--- config.mk ---
export PLATFORM = sky130hd
export DESIGN_NAME = segment_reassembly_tracker
export DESIGN_NICKNAME = d
export VERILOG_FILES = /design/src/design/srt_pkg.sv /design/src/design/srt_cell.sv /design/src/design/segment_reassembly_tracker.sv
export SDC_FILE = /design/constraint.sdc
export NUM_CORES = 2
export LEC_CHECK = 0
export ABC_CLOCK_PERIOD_IN_PS = 9000
export BUFFER_PORTS_ARGS = -buffer_cell sky130_fd_sc_hd__buf_2
export CELL_PAD_IN_SITES_DETAIL_PLACEMENT = 0
export CELL_PAD_IN_SITES_GLOBAL_PLACEMENT = 1
export CORE_MARGIN = 2
export CORE_UTILIZATION = 60
export CTS_CLUSTER_SIZE = 16
export DETAILED_ROUTE_END_ITERATION = 10
export PLACE_DENSITY = 0.88
export SLEW_MARGIN = 20
export SYNTH_ARGS = -nofsm -noshare
export SYNTH_HDL_FRONTEND = slang
export SYNTH_HIERARCHICAL = 1
export SYNTH_SLANG_ARGS = --single-unit
export TNS_END_PERCENT = 10
--- constraint.sdc ---
create_clock -name clk -period 9 [get_ports clk]
set_input_delay 0.45 -clock clk [delete_from_list [all_inputs] [get_ports clk]]
set_output_delay 0.45 -clock clk [all_outputs]
set_load 0.03 [all_outputs]
--- src/design/srt_pkg.sv ---
package srt_pkg;

	localparam logic [3:0] SENDER_NIBBLE = 4'hf;
	localparam int         MAX_SEGMENTS  = 8;
	localparam int         SENDERS       = 4;

	typedef struct packed {
		logic [31:0] id;
		logic        valid;
	} srt_key_t;

	typedef struct packed {
		logic hit;
		logic free;
	} srt_match_t;

endpackage

--- src/design/srt_cell.sv ---
// One tracker: compares the row's shared request key, reports hit/free,
// and carries the hit-so-far / free-so-far chain to its neighbor.
module srt_cell
	import srt_pkg::*;
(
	input  logic        clk,
	input  logic        arst_n,
	input  logic [31:0] key_id,
	input  logic        hit_in,
	input  logic        free_in,
	output logic        hit_out,
	output logic        free_out,
	output srt_match_t  match,
	input  logic        alloc,
	input  logic        rel,
	input  logic [31:0] alloc_id
);

	logic [31:0] id_q;
	logic        valid_q;

	always_ff @(posedge clk or negedge arst_n) begin
		if (!arst_n) begin
			valid_q <= 1'b0;
		end else if (alloc) begin
			valid_q <= 1'b1;
		end else if (rel) begin
			valid_q <= 1'b0;
		end
	end

	always_ff @(posedge clk) begin
		if (alloc) begin
			id_q <= alloc_id;
		end
	end

	assign match.hit  = valid_q && (id_q == key_id) && !hit_in;
	assign match.free = !valid_q && !free_in;
	assign hit_out    = hit_in || (valid_q && (id_q == key_id));
	assign free_out   = free_in || !valid_q;

endmodule

--- src/design/segment_reassembly_tracker.sv ---
// A request is taken at start while idle, its tracker row lookup is registered,
// and the decide state registers its result with strobe; a completed message
// instead reads each stored segment from the registered segment store and then
// emits it, one result per segment (up to MAX_SEGMENTS); others emit one result.
// A new request is taken only once busy falls, as the last result is registered.
// Reset clears the tracker valid bits and sets sender_shift to 24; the receiver
// cannot stall, each result is shown with strobe for one cycle.
module segment_reassembly_tracker
	import srt_pkg::*;
#(
	parameter int TRACKERS     = 16,
	parameter int HANDLE_BITS  = 16
) (
	input  logic                   clk,
	input  logic                   arst_n,
	input  logic                   start,
	output logic                   busy,
	input  logic                   cfg_we,
	input  logic [4:0]             cfg_wdata,
	input  logic                   is_data,
	input  logic                   ack_req,
	input  logic [31:0]            message_id,
	input  logic [3:0]             segment_count,
	input  logic [2:0]             segment_offset,
	input  logic [HANDLE_BITS-1:0] buffer_handle,
	input  logic                   sink_ready,
	output logic                   strobe,
	output logic                   accepted,
	output logic                   delivering,
	output logic [HANDLE_BITS-1:0] out_buffer,
	output logic [2:0]             out_segment,
	output logic                   last,
	output logic                   ack_push,
	output logic [1:0]             ack_sender,
	output logic [31:0]            ack_message_id,
	output logic                   no_tracker,
	output logic                   bad_sender
);

	localparam int TW = (TRACKERS > 1) ? $clog2(TRACKERS) : 1;
	localparam int SW = (MAX_SEGMENTS > 1) ? $clog2(MAX_SEGMENTS) : 1;
	localparam int AW = TW + SW;

	localparam logic [2:0] ST_IDLE = 3'd0;
	localparam logic [2:0] ST_LOOK = 3'd1;
	localparam logic [2:0] ST_DEC  = 3'd2;
	localparam logic [2:0] ST_EMIT = 3'd3;
	localparam logic [2:0] ST_RD   = 3'd4;

	logic [2:0] state_q;
	logic [4:0] shift_q;

	logic                   data_q, ack_q, ready_q;
	logic [31:0]            id_q;
	logic [3:0]             cnt_q;
	logic [2:0]             off_q;
	logic [HANDLE_BITS-1:0] hnd_q;

	logic [TRACKERS:0] hit_c, free_c;
	srt_match_t        mt [TRACKERS];
	logic [TRACKERS-1:0] alloc_v, rel_v;

	logic [TW-1:0] hidx_q, fidx_q;
	logic          hit_q, free_q;
	logic [3:0]    len_m [TRACKERS];
	logic [MAX_SEGMENTS-1:0] rcv_m [TRACKERS];
	logic [HANDLE_BITS-1:0]  store_m [TRACKERS*MAX_SEGMENTS];
	logic [HANDLE_BITS-1:0]  rd_q;
	logic [3:0]    len_q, idx_q;

	logic        st_we;
	logic [AW-1:0] st_wa, st_ra;
	logic        multi;

	assign hit_c[0]  = 1'b0;
	assign free_c[0] = 1'b0;

	genvar g;
	generate
		for (g = 0; g < TRACKERS; g++) begin : g_row
			srt_cell u_cell (
				.clk      (clk),
				.arst_n   (arst_n),
				.key_id   (id_q),
				.hit_in   (hit_c[g]),
				.free_in  (free_c[g]),
				.hit_out  (hit_c[g+1]),
				.free_out (free_c[g+1]),
				.match    (mt[g]),
				.alloc    (alloc_v[g]),
				.rel      (rel_v[g]),
				.alloc_id (id_q)
			);
		end
	endgenerate

	logic [TW-1:0] hsel, fsel;
	always_comb begin
		hsel = '0;
		fsel = '0;
		for (int i = 0; i < TRACKERS; i++) begin
			if (mt[i].hit)  hsel = TW'(i);
			if (mt[i].free) fsel = TW'(i);
		end
	end

	logic [3:0]              hlen;
	logic [MAX_SEGMENTS-1:0] hrcv, nrcv, fullm, obit;
	logic                    off_ok, new_ok, cnt_ok;
	assign hlen  = len_m[hidx_q];
	assign hrcv  = rcv_m[hidx_q];
	assign obit  = MAX_SEGMENTS'(1) << off_q;
	assign nrcv  = hrcv | obit;
	assign fullm = MAX_SEGMENTS'((33'd1 << hlen) - 33'd1);
	assign off_ok = {1'b0, off_q} < hlen;
	assign cnt_ok = (cnt_q != 4'd0) && (32'(cnt_q) <= 32'(MAX_SEGMENTS));
	assign new_ok = cnt_ok && ({1'b0, off_q} < cnt_q);

	// data segment of a multi-segment message goes through the tracker row
	assign multi = data_q && (cnt_q != 4'd1);

	logic [31:0] shifted;
	logic [3:0]  nib, sidx;
	logic        sok;
	assign shifted = id_q >> shift_q;
	assign nib     = shifted[3:0] & SENDER_NIBBLE;
	assign sidx    = nib - 4'd1;
	assign sok     = (nib != 4'd0) && (32'(sidx) < 32'(SENDERS));

	always_comb begin
		alloc_v = '0;
		rel_v   = '0;
		st_we   = 1'b0;
		st_wa   = {hidx_q, SW'(off_q)};
		if (state_q == ST_DEC && multi) begin
			if (hit_q && off_ok) begin
				st_we = 1'b1;
			end else if (!hit_q && new_ok && free_q) begin
				st_we = 1'b1;
				st_wa = {fidx_q, SW'(off_q)};
				alloc_v[fidx_q] = 1'b1;
			end
		end
		if (state_q == ST_EMIT && idx_q + 4'd1 == len_q) begin
			rel_v[hidx_q] = 1'b1;
		end
	end

	assign st_ra = {hidx_q, SW'(idx_q)};

	always_ff @(posedge clk) begin
		if (st_we) store_m[st_wa] <= hnd_q;
		rd_q <= store_m[st_ra];
		if (state_q == ST_DEC && multi) begin
			if (hit_q && off_ok) begin
				rcv_m[hidx_q] <= nrcv;
			end else if (!hit_q && new_ok && free_q) begin
				rcv_m[fidx_q] <= obit;
				len_m[fidx_q] <= cnt_q;
			end
		end
	end

	always_ff @(posedge clk or negedge arst_n) begin
		if (!arst_n) begin
			shift_q <= 5'd24;
		end else if (cfg_we) begin
			shift_q <= cfg_wdata;
		end
	end

	always_ff @(posedge clk or negedge arst_n) begin
		if (!arst_n) begin
			state_q <= ST_IDLE;
			strobe  <= 1'b0;
			idx_q   <= '0;
			len_q   <= '0;
		end else begin
			strobe <= 1'b0;
			unique case (state_q)
				ST_IDLE: begin
					if (start) begin
						state_q <= ST_LOOK;
					end
				end
				ST_LOOK: begin
					state_q <= ST_DEC;
				end
				ST_DEC: begin
					state_q <= ST_IDLE;
					if (multi && hit_q && off_ok && nrcv == fullm && ready_q) begin
						state_q <= ST_RD;
						idx_q   <= '0;
						len_q   <= hlen;
					end else begin
						strobe <= 1'b1;
					end
				end
				ST_RD: begin
					state_q <= ST_EMIT;
				end
				ST_EMIT: begin
					strobe <= 1'b1;
					if (idx_q + 4'd1 == len_q) begin
						state_q <= ST_IDLE;
					end else begin
						idx_q   <= idx_q + 4'd1;
						state_q <= ST_RD;
					end
				end
				default: state_q <= ST_IDLE;
			endcase
		end
	end

	always_ff @(posedge clk) begin
		if (state_q == ST_IDLE && start) begin
			data_q  <= is_data;
			ack_q   <= ack_req;
			id_q    <= message_id;
			cnt_q   <= segment_count;
			off_q   <= segment_offset;
			hnd_q   <= buffer_handle;
			ready_q <= sink_ready;
		end
		if (state_q == ST_LOOK) begin
			hit_q  <= hit_c[TRACKERS];
			free_q <= free_c[TRACKERS];
			hidx_q <= hsel;
			fidx_q <= fsel;
		end
	end

	// result fields, registered alongside strobe
	always_ff @(posedge clk) begin
		accepted <= 1'b1; delivering <= 1'b0; out_buffer <= '0; out_segment <= '0;
		last <= 1'b1; ack_push <= 1'b0; ack_sender <= '0; ack_message_id <= '0;
		no_tracker <= 1'b0; bad_sender <= 1'b0;
		if (state_q == ST_DEC && data_q) begin
			if (cnt_q == 4'd1) begin
				if (!ready_q) begin
					accepted <= 1'b0;
				end else begin
					delivering <= 1'b1;
					out_buffer <= hnd_q;
					if (ack_q) begin
						ack_push       <= sok;
						bad_sender     <= !sok;
						ack_sender     <= sok ? sidx[1:0] : 2'd0;
						ack_message_id <= sok ? id_q : 32'd0;
					end
				end
			end else if (hit_q) begin
				if (off_ok && nrcv == fullm && !ready_q) accepted <= 1'b0;
			end else if (new_ok && !free_q) begin
				no_tracker <= 1'b1;
			end
		end
		if (state_q == ST_EMIT) begin
			delivering  <= 1'b1;
			out_buffer  <= rd_q;
			out_segment <= idx_q[2:0];
			last        <= (idx_q + 4'd1 == len_q);
			if (ack_q && idx_q + 4'd1 == len_q) begin
				ack_push       <= sok;
				bad_sender     <= !sok;
				ack_sender     <= sok ? sidx[1:0] : 2'd0;
				ack_message_id <= sok ? id_q : 32'd0;
			end
		end
	end

	assign busy = (state_q != ST_IDLE);

endmodule

After elaboration in Yosys (flattened, before gate mapping)
Memories as Yosys holds them, arrays and structs flattened. A register that Yosys moved wholly into a read port is not among the register bits. Cells that the tools add are included.

Register bits: 672. RAM bits: 2240. Input port bits: 67. Output and inout bits: 61. Memories: 3.

$add $sub $neg: 3. Magnitude comparators: 8. Equal/unequal tests: 27. Shifts and indexed selects: 3. Muxes and demuxes: 131. Bitwise logic cells: 2. Reductions and logical operators: 177.

Memory list: store_m (depth 128, width 16, read ports 1, clocked after Yosys merged registers in 1, write ports 1, RTL line segment_reassembly_tracker.sv:67) `logic [HANDLE_BITS-1:0] store_m [TRACKERS*MAX_SEGMENTS];`; rcv_m (depth 16, width 8, read ports 1, clocked after Yosys merged registers in 0, write ports 1, RTL line segment_reassembly_tracker.sv:66) `logic [MAX_SEGMENTS-1:0] rcv_m [TRACKERS];`; len_m (depth 16, width 4, read ports 1, clocked after Yosys merged registers in 0, write ports 1, RTL line segment_reassembly_tracker.sv:65) `logic [3:0] len_m [TRACKERS];`.

Operators with widths (number): 32-bit == test (16); 32-bit 2-to-1 mux (7); 16-bit 2-to-1 mux (8); 1-bit 2-to-1 mux (70); 1-bit logical AND (67); 4-bit 2-to-1 mux (14); 1-bit zero test (49); 2-bit nonzero test (17); 3-bit 2-to-1 mux (11); 32-bit by 5-bit right shift with 4-bit output (1); 1-bit logical OR (30); 2-bit 2-to-1 mux (12); 8-bit OR reduction (3); 7-bit 2-to-1 mux (3); 3-bit one-hot mux with 5 select lines (1); 4-bit by 5-bit less-than comparator with 1-bit output (second input constant) (2); 1-bit demux with 4-bit select (2); 8-bit == test (1); 4-bit by 1-bit greater-or-equal comparator with 1-bit output (second input constant) (2); 3-bit by 4-bit less-than comparator with 1-bit output (2); 8-bit 2-to-1 mux (1); 8-bit bitwise OR (1); 4-bit one-hot mux with 2 select lines (1); 4-bit nonzero test (2); 23 further kinds (28).

Logic depth before layout (Yosys ltp)
Depth after elaboration: 19. Depth in mapped cells: 36. Depth with buffers taken out: 36.

Modules after synthesis
Netlist, hierarchy kept.

Modules (own cells, without submodules): segment_reassembly_tracker (instances 1, cells each 4123, area each 92767.7 sq um, seq. area each 71235.8 sq um); srt_cell (instances 16, cells each 90, area each 1407.6 sq um, seq. area each 985.9 sq um).

Worst setup path after synthesis
Ideal clock, no wire load.

Path kind: register to register. From: register id_q[12] (netlist name). To: register hidx_q[2] (data pin). Arrival time: 4.829 ns. Required time: 8.728 ns. Setup slack: 3.899 ns. Cell stages (with the launch flop): 36. Path buffers: 0. Period minus slack after synthesis: 5.101 ns. Cells stage by stage: edfxtp_1 -> xnor2_1 -> nand3_1 -> or4_4 -> o31ai_2 -> inv_1 -> o31ai_2 -> inv_1 -> o31ai_2 -> inv_1 -> o31ai_2 -> inv_1 -> o31ai_2 -> inv_1 -> o31ai_2 -> inv_1 -> o31ai_2 -> inv_1 -> o31ai_2 -> inv_1 -> o31ai_2 -> inv_1 -> o31ai_2 -> inv_1 -> o31ai_2 -> inv_1 -> o31ai_2 -> inv_1 -> o31ai_2 -> inv_1 -> o31ai_2 -> inv_1 -> o31ai_2 -> nor4_2 -> nor4_1 -> nand2_1.

RTL lines: to (signal assigned) (RTL line segment_reassembly_tracker.sv:229) `hidx_q <= hsel;`; to (decl) (RTL line segment_reassembly_tracker.sv:63) `logic [TW-1:0] hidx_q, fidx_q;`.

==> impl_results.md <==
- Finished Cell Area: roughly 130000 sq um
- Crit end category: flip-flop
- Crit path DAT: roughly 6500 ps
- Total leakage power: about 44 nW
- Largest net degree at the start of global routing: 141
- Required @ worst endpoint: 9770 ps
- Routed length per instance: 32.53 microns
- TritonCTS buffer count: around 300
- Pins Over Slew Limit: 0
- Final HPWL DP: 163000 microns
- Hold_ws: around 220 ps
- Die Y: 442.3 microns
- First-pass DRT Iterations: 8
- Worst Max-Slew Pin Slew: 1179 ps
- Row cnt: 160
- All-Layer GR Usage: 29.37%
- Clock sinks: 2928
- Die Area: 195600 sq um
- Overall Power: 37.01 mW
- Setup crit start kind: flip-flop
- Clk slew on worst S/H paths: ~60 ps
- Global-route wire length before repair: 416100 microns
- Initial core utilization: between 60% and 70%
- Yosys warnings: 6
- Slowest stage delay, CP: 820 ps
- Area growth syn-to-layout: 13.18%
- Clock latency on the worst-skew pair: 940 ps
- Routed Antenna Nets: 0
- DR iter-0 viols: 9079
- Crit path time final: ~5700 ps
- Power per Cell Area: 283.7 nW/um^2
- Max clock buf depth: 4
- Final Hold Viols: 0
- Status: finished clean
- Routability cong.: ~0.86
- Root Buffer: clkbuf_16
- Setup TNS: 0 ps
- Worst min path class: in2reg
- Setup WS post-layout: 3296 ps
- Cell repeated most along the worst path: o31ai_2
- Final design utilization: about two thirds
- Cells after synthesis: 5561
- Dpl cells: 8242
- Max Clk Rate: 175.3 MHz
- Met3 wire len: a little under 30000 microns
- Critical Path Slowest Stage Cell: edfxtp_1
- CTS tree: built
- Core box area: 190600 sq um
- Met1 wire length: 104900 microns
- Unrepaired setup endpoints after global routing: false
- Post-route DRC: 0
- Post-CTS resize count: 0
- Gr ovfl total: 0
- Mapped Area: 115300 sq um
- # port buffers: 127
- Final WL: roughly 290000 microns
- Most common cell after layout, fill and taps aside: edfxtp_1
- Peak supply drop: 0.2728 mV
- Die width: 442.3 microns
- Final Setup Violations: 0
- Crit path kind: reg2reg
- DP Area: 120200 sq um
- Detail Route met2 WL: 141300 microns
- Nets: between 6k and 7k
- Top Metal Used: met5
- Place WS: ~3400 ps
- Rel. slew slack: 21.09%
- Vias in the first global route: 59.24k
- Via density: 6.690
- Max H-tree Level: 5
- Share of cells above drive strength 1: 25.36%
- Clock Skews: 81.93 ps
- I/O pins: 128
- Max cap viols: 0
- Period utilization: 63.38%
- Fillers: 11.30k
- Via count: approximately 59k
- CP max FO: 19
- Post-route insts no fill: between 8k and 9k
- Initial antenna violation count: 8
- Most frequent cells in the layout: edfxtp_1, mux4_2, xor2_1
- Syn avg cell area: about 21 sq um
-- power by group --
part           internal [mW]  leakage (nW)  switching (mW)
registers               15.8          26.4           0.326
clock network           7.07          4.63            5.04
logic                   3.53          12.5            5.23
-- sequential cells by signal, indices dropped and copies added (netlist names), 5 cells and up --
name	cells
store_m	2048
g_row.u_cell/id_q	512
hnd_q	16
shift_q	5
id_q	32
len_m	64
ack_message_id	32
g_row.u_cell/valid_q	16
rcv_m	128
out_buffer	16
rd_q	16
-- layer usage --
layer / global-route usage (%) / up-vias
met5: 0 / -
met4: 11.65 / 10
met3: 5.516 / 637
met2: 46.94 / 3877
met1: 40.73 / 30826
li1: - / 23791
-- timing repair --
action | 4_1_cts | 5_1_grt
endpoints found under the setup margin | 0 | 0
setup buffers | 0 | 0
hold buffers | 71 | 0
endpoints found under the hold margin | 95 | 0
-- critical path, delay by kind of cell, from the launching register on --
family	cells	cell delay [ps]
AOI/OAI and AO/OA	16	1750
buffers and inverters	15	1670
and+or+nand+nor	5	1220
DFF	1	820
xor gates and xnor gates	1	110
-- path summary, 6_finish.rpt --
path | from | to | slack, ps | depth (start not counted)
setup / recovery | id_q[17]$_DFFE_PP_ | hidx_q[1]$_SDFFCE_PP1N_ | 3300 | 37
hold / removal | segment_offset[2] | off_q[2]$_DFFE_PP_ | 220 | 2
setup reg to reg | id_q[17]$_DFFE_PP_ | hidx_q[1]$_SDFFCE_PP1N_ | 3300 | 37
hold reg to reg | rd_q[13]$_DFF_P_ | out_buffer[13]$_DFF_P_ | 470 | 1
max in group asynchronous | arst_n | idx_q[1]$_DFFE_PN0P_ | 8040 | 2
min in group asynchronous | arst_n | strobe$_DFF_PN0_ | 230 | 2
-- area by class of cell --
type                       instances  area, sq um  share of cell area (%)
antenna                            5        12.51                0.009590
inverter                         157        589.3                  0.4517
sequential                      2928        87020                   66.70
tap                             2511         3142                   2.408
clock inverter                   120         1202                  0.9216
multi-input combinational       2256        26830                   20.56
timing repair buffer             465         3445                   2.640
clock buffer                     398         8229                   6.307
Note: power is estimated with default switching activity, not from simulation.
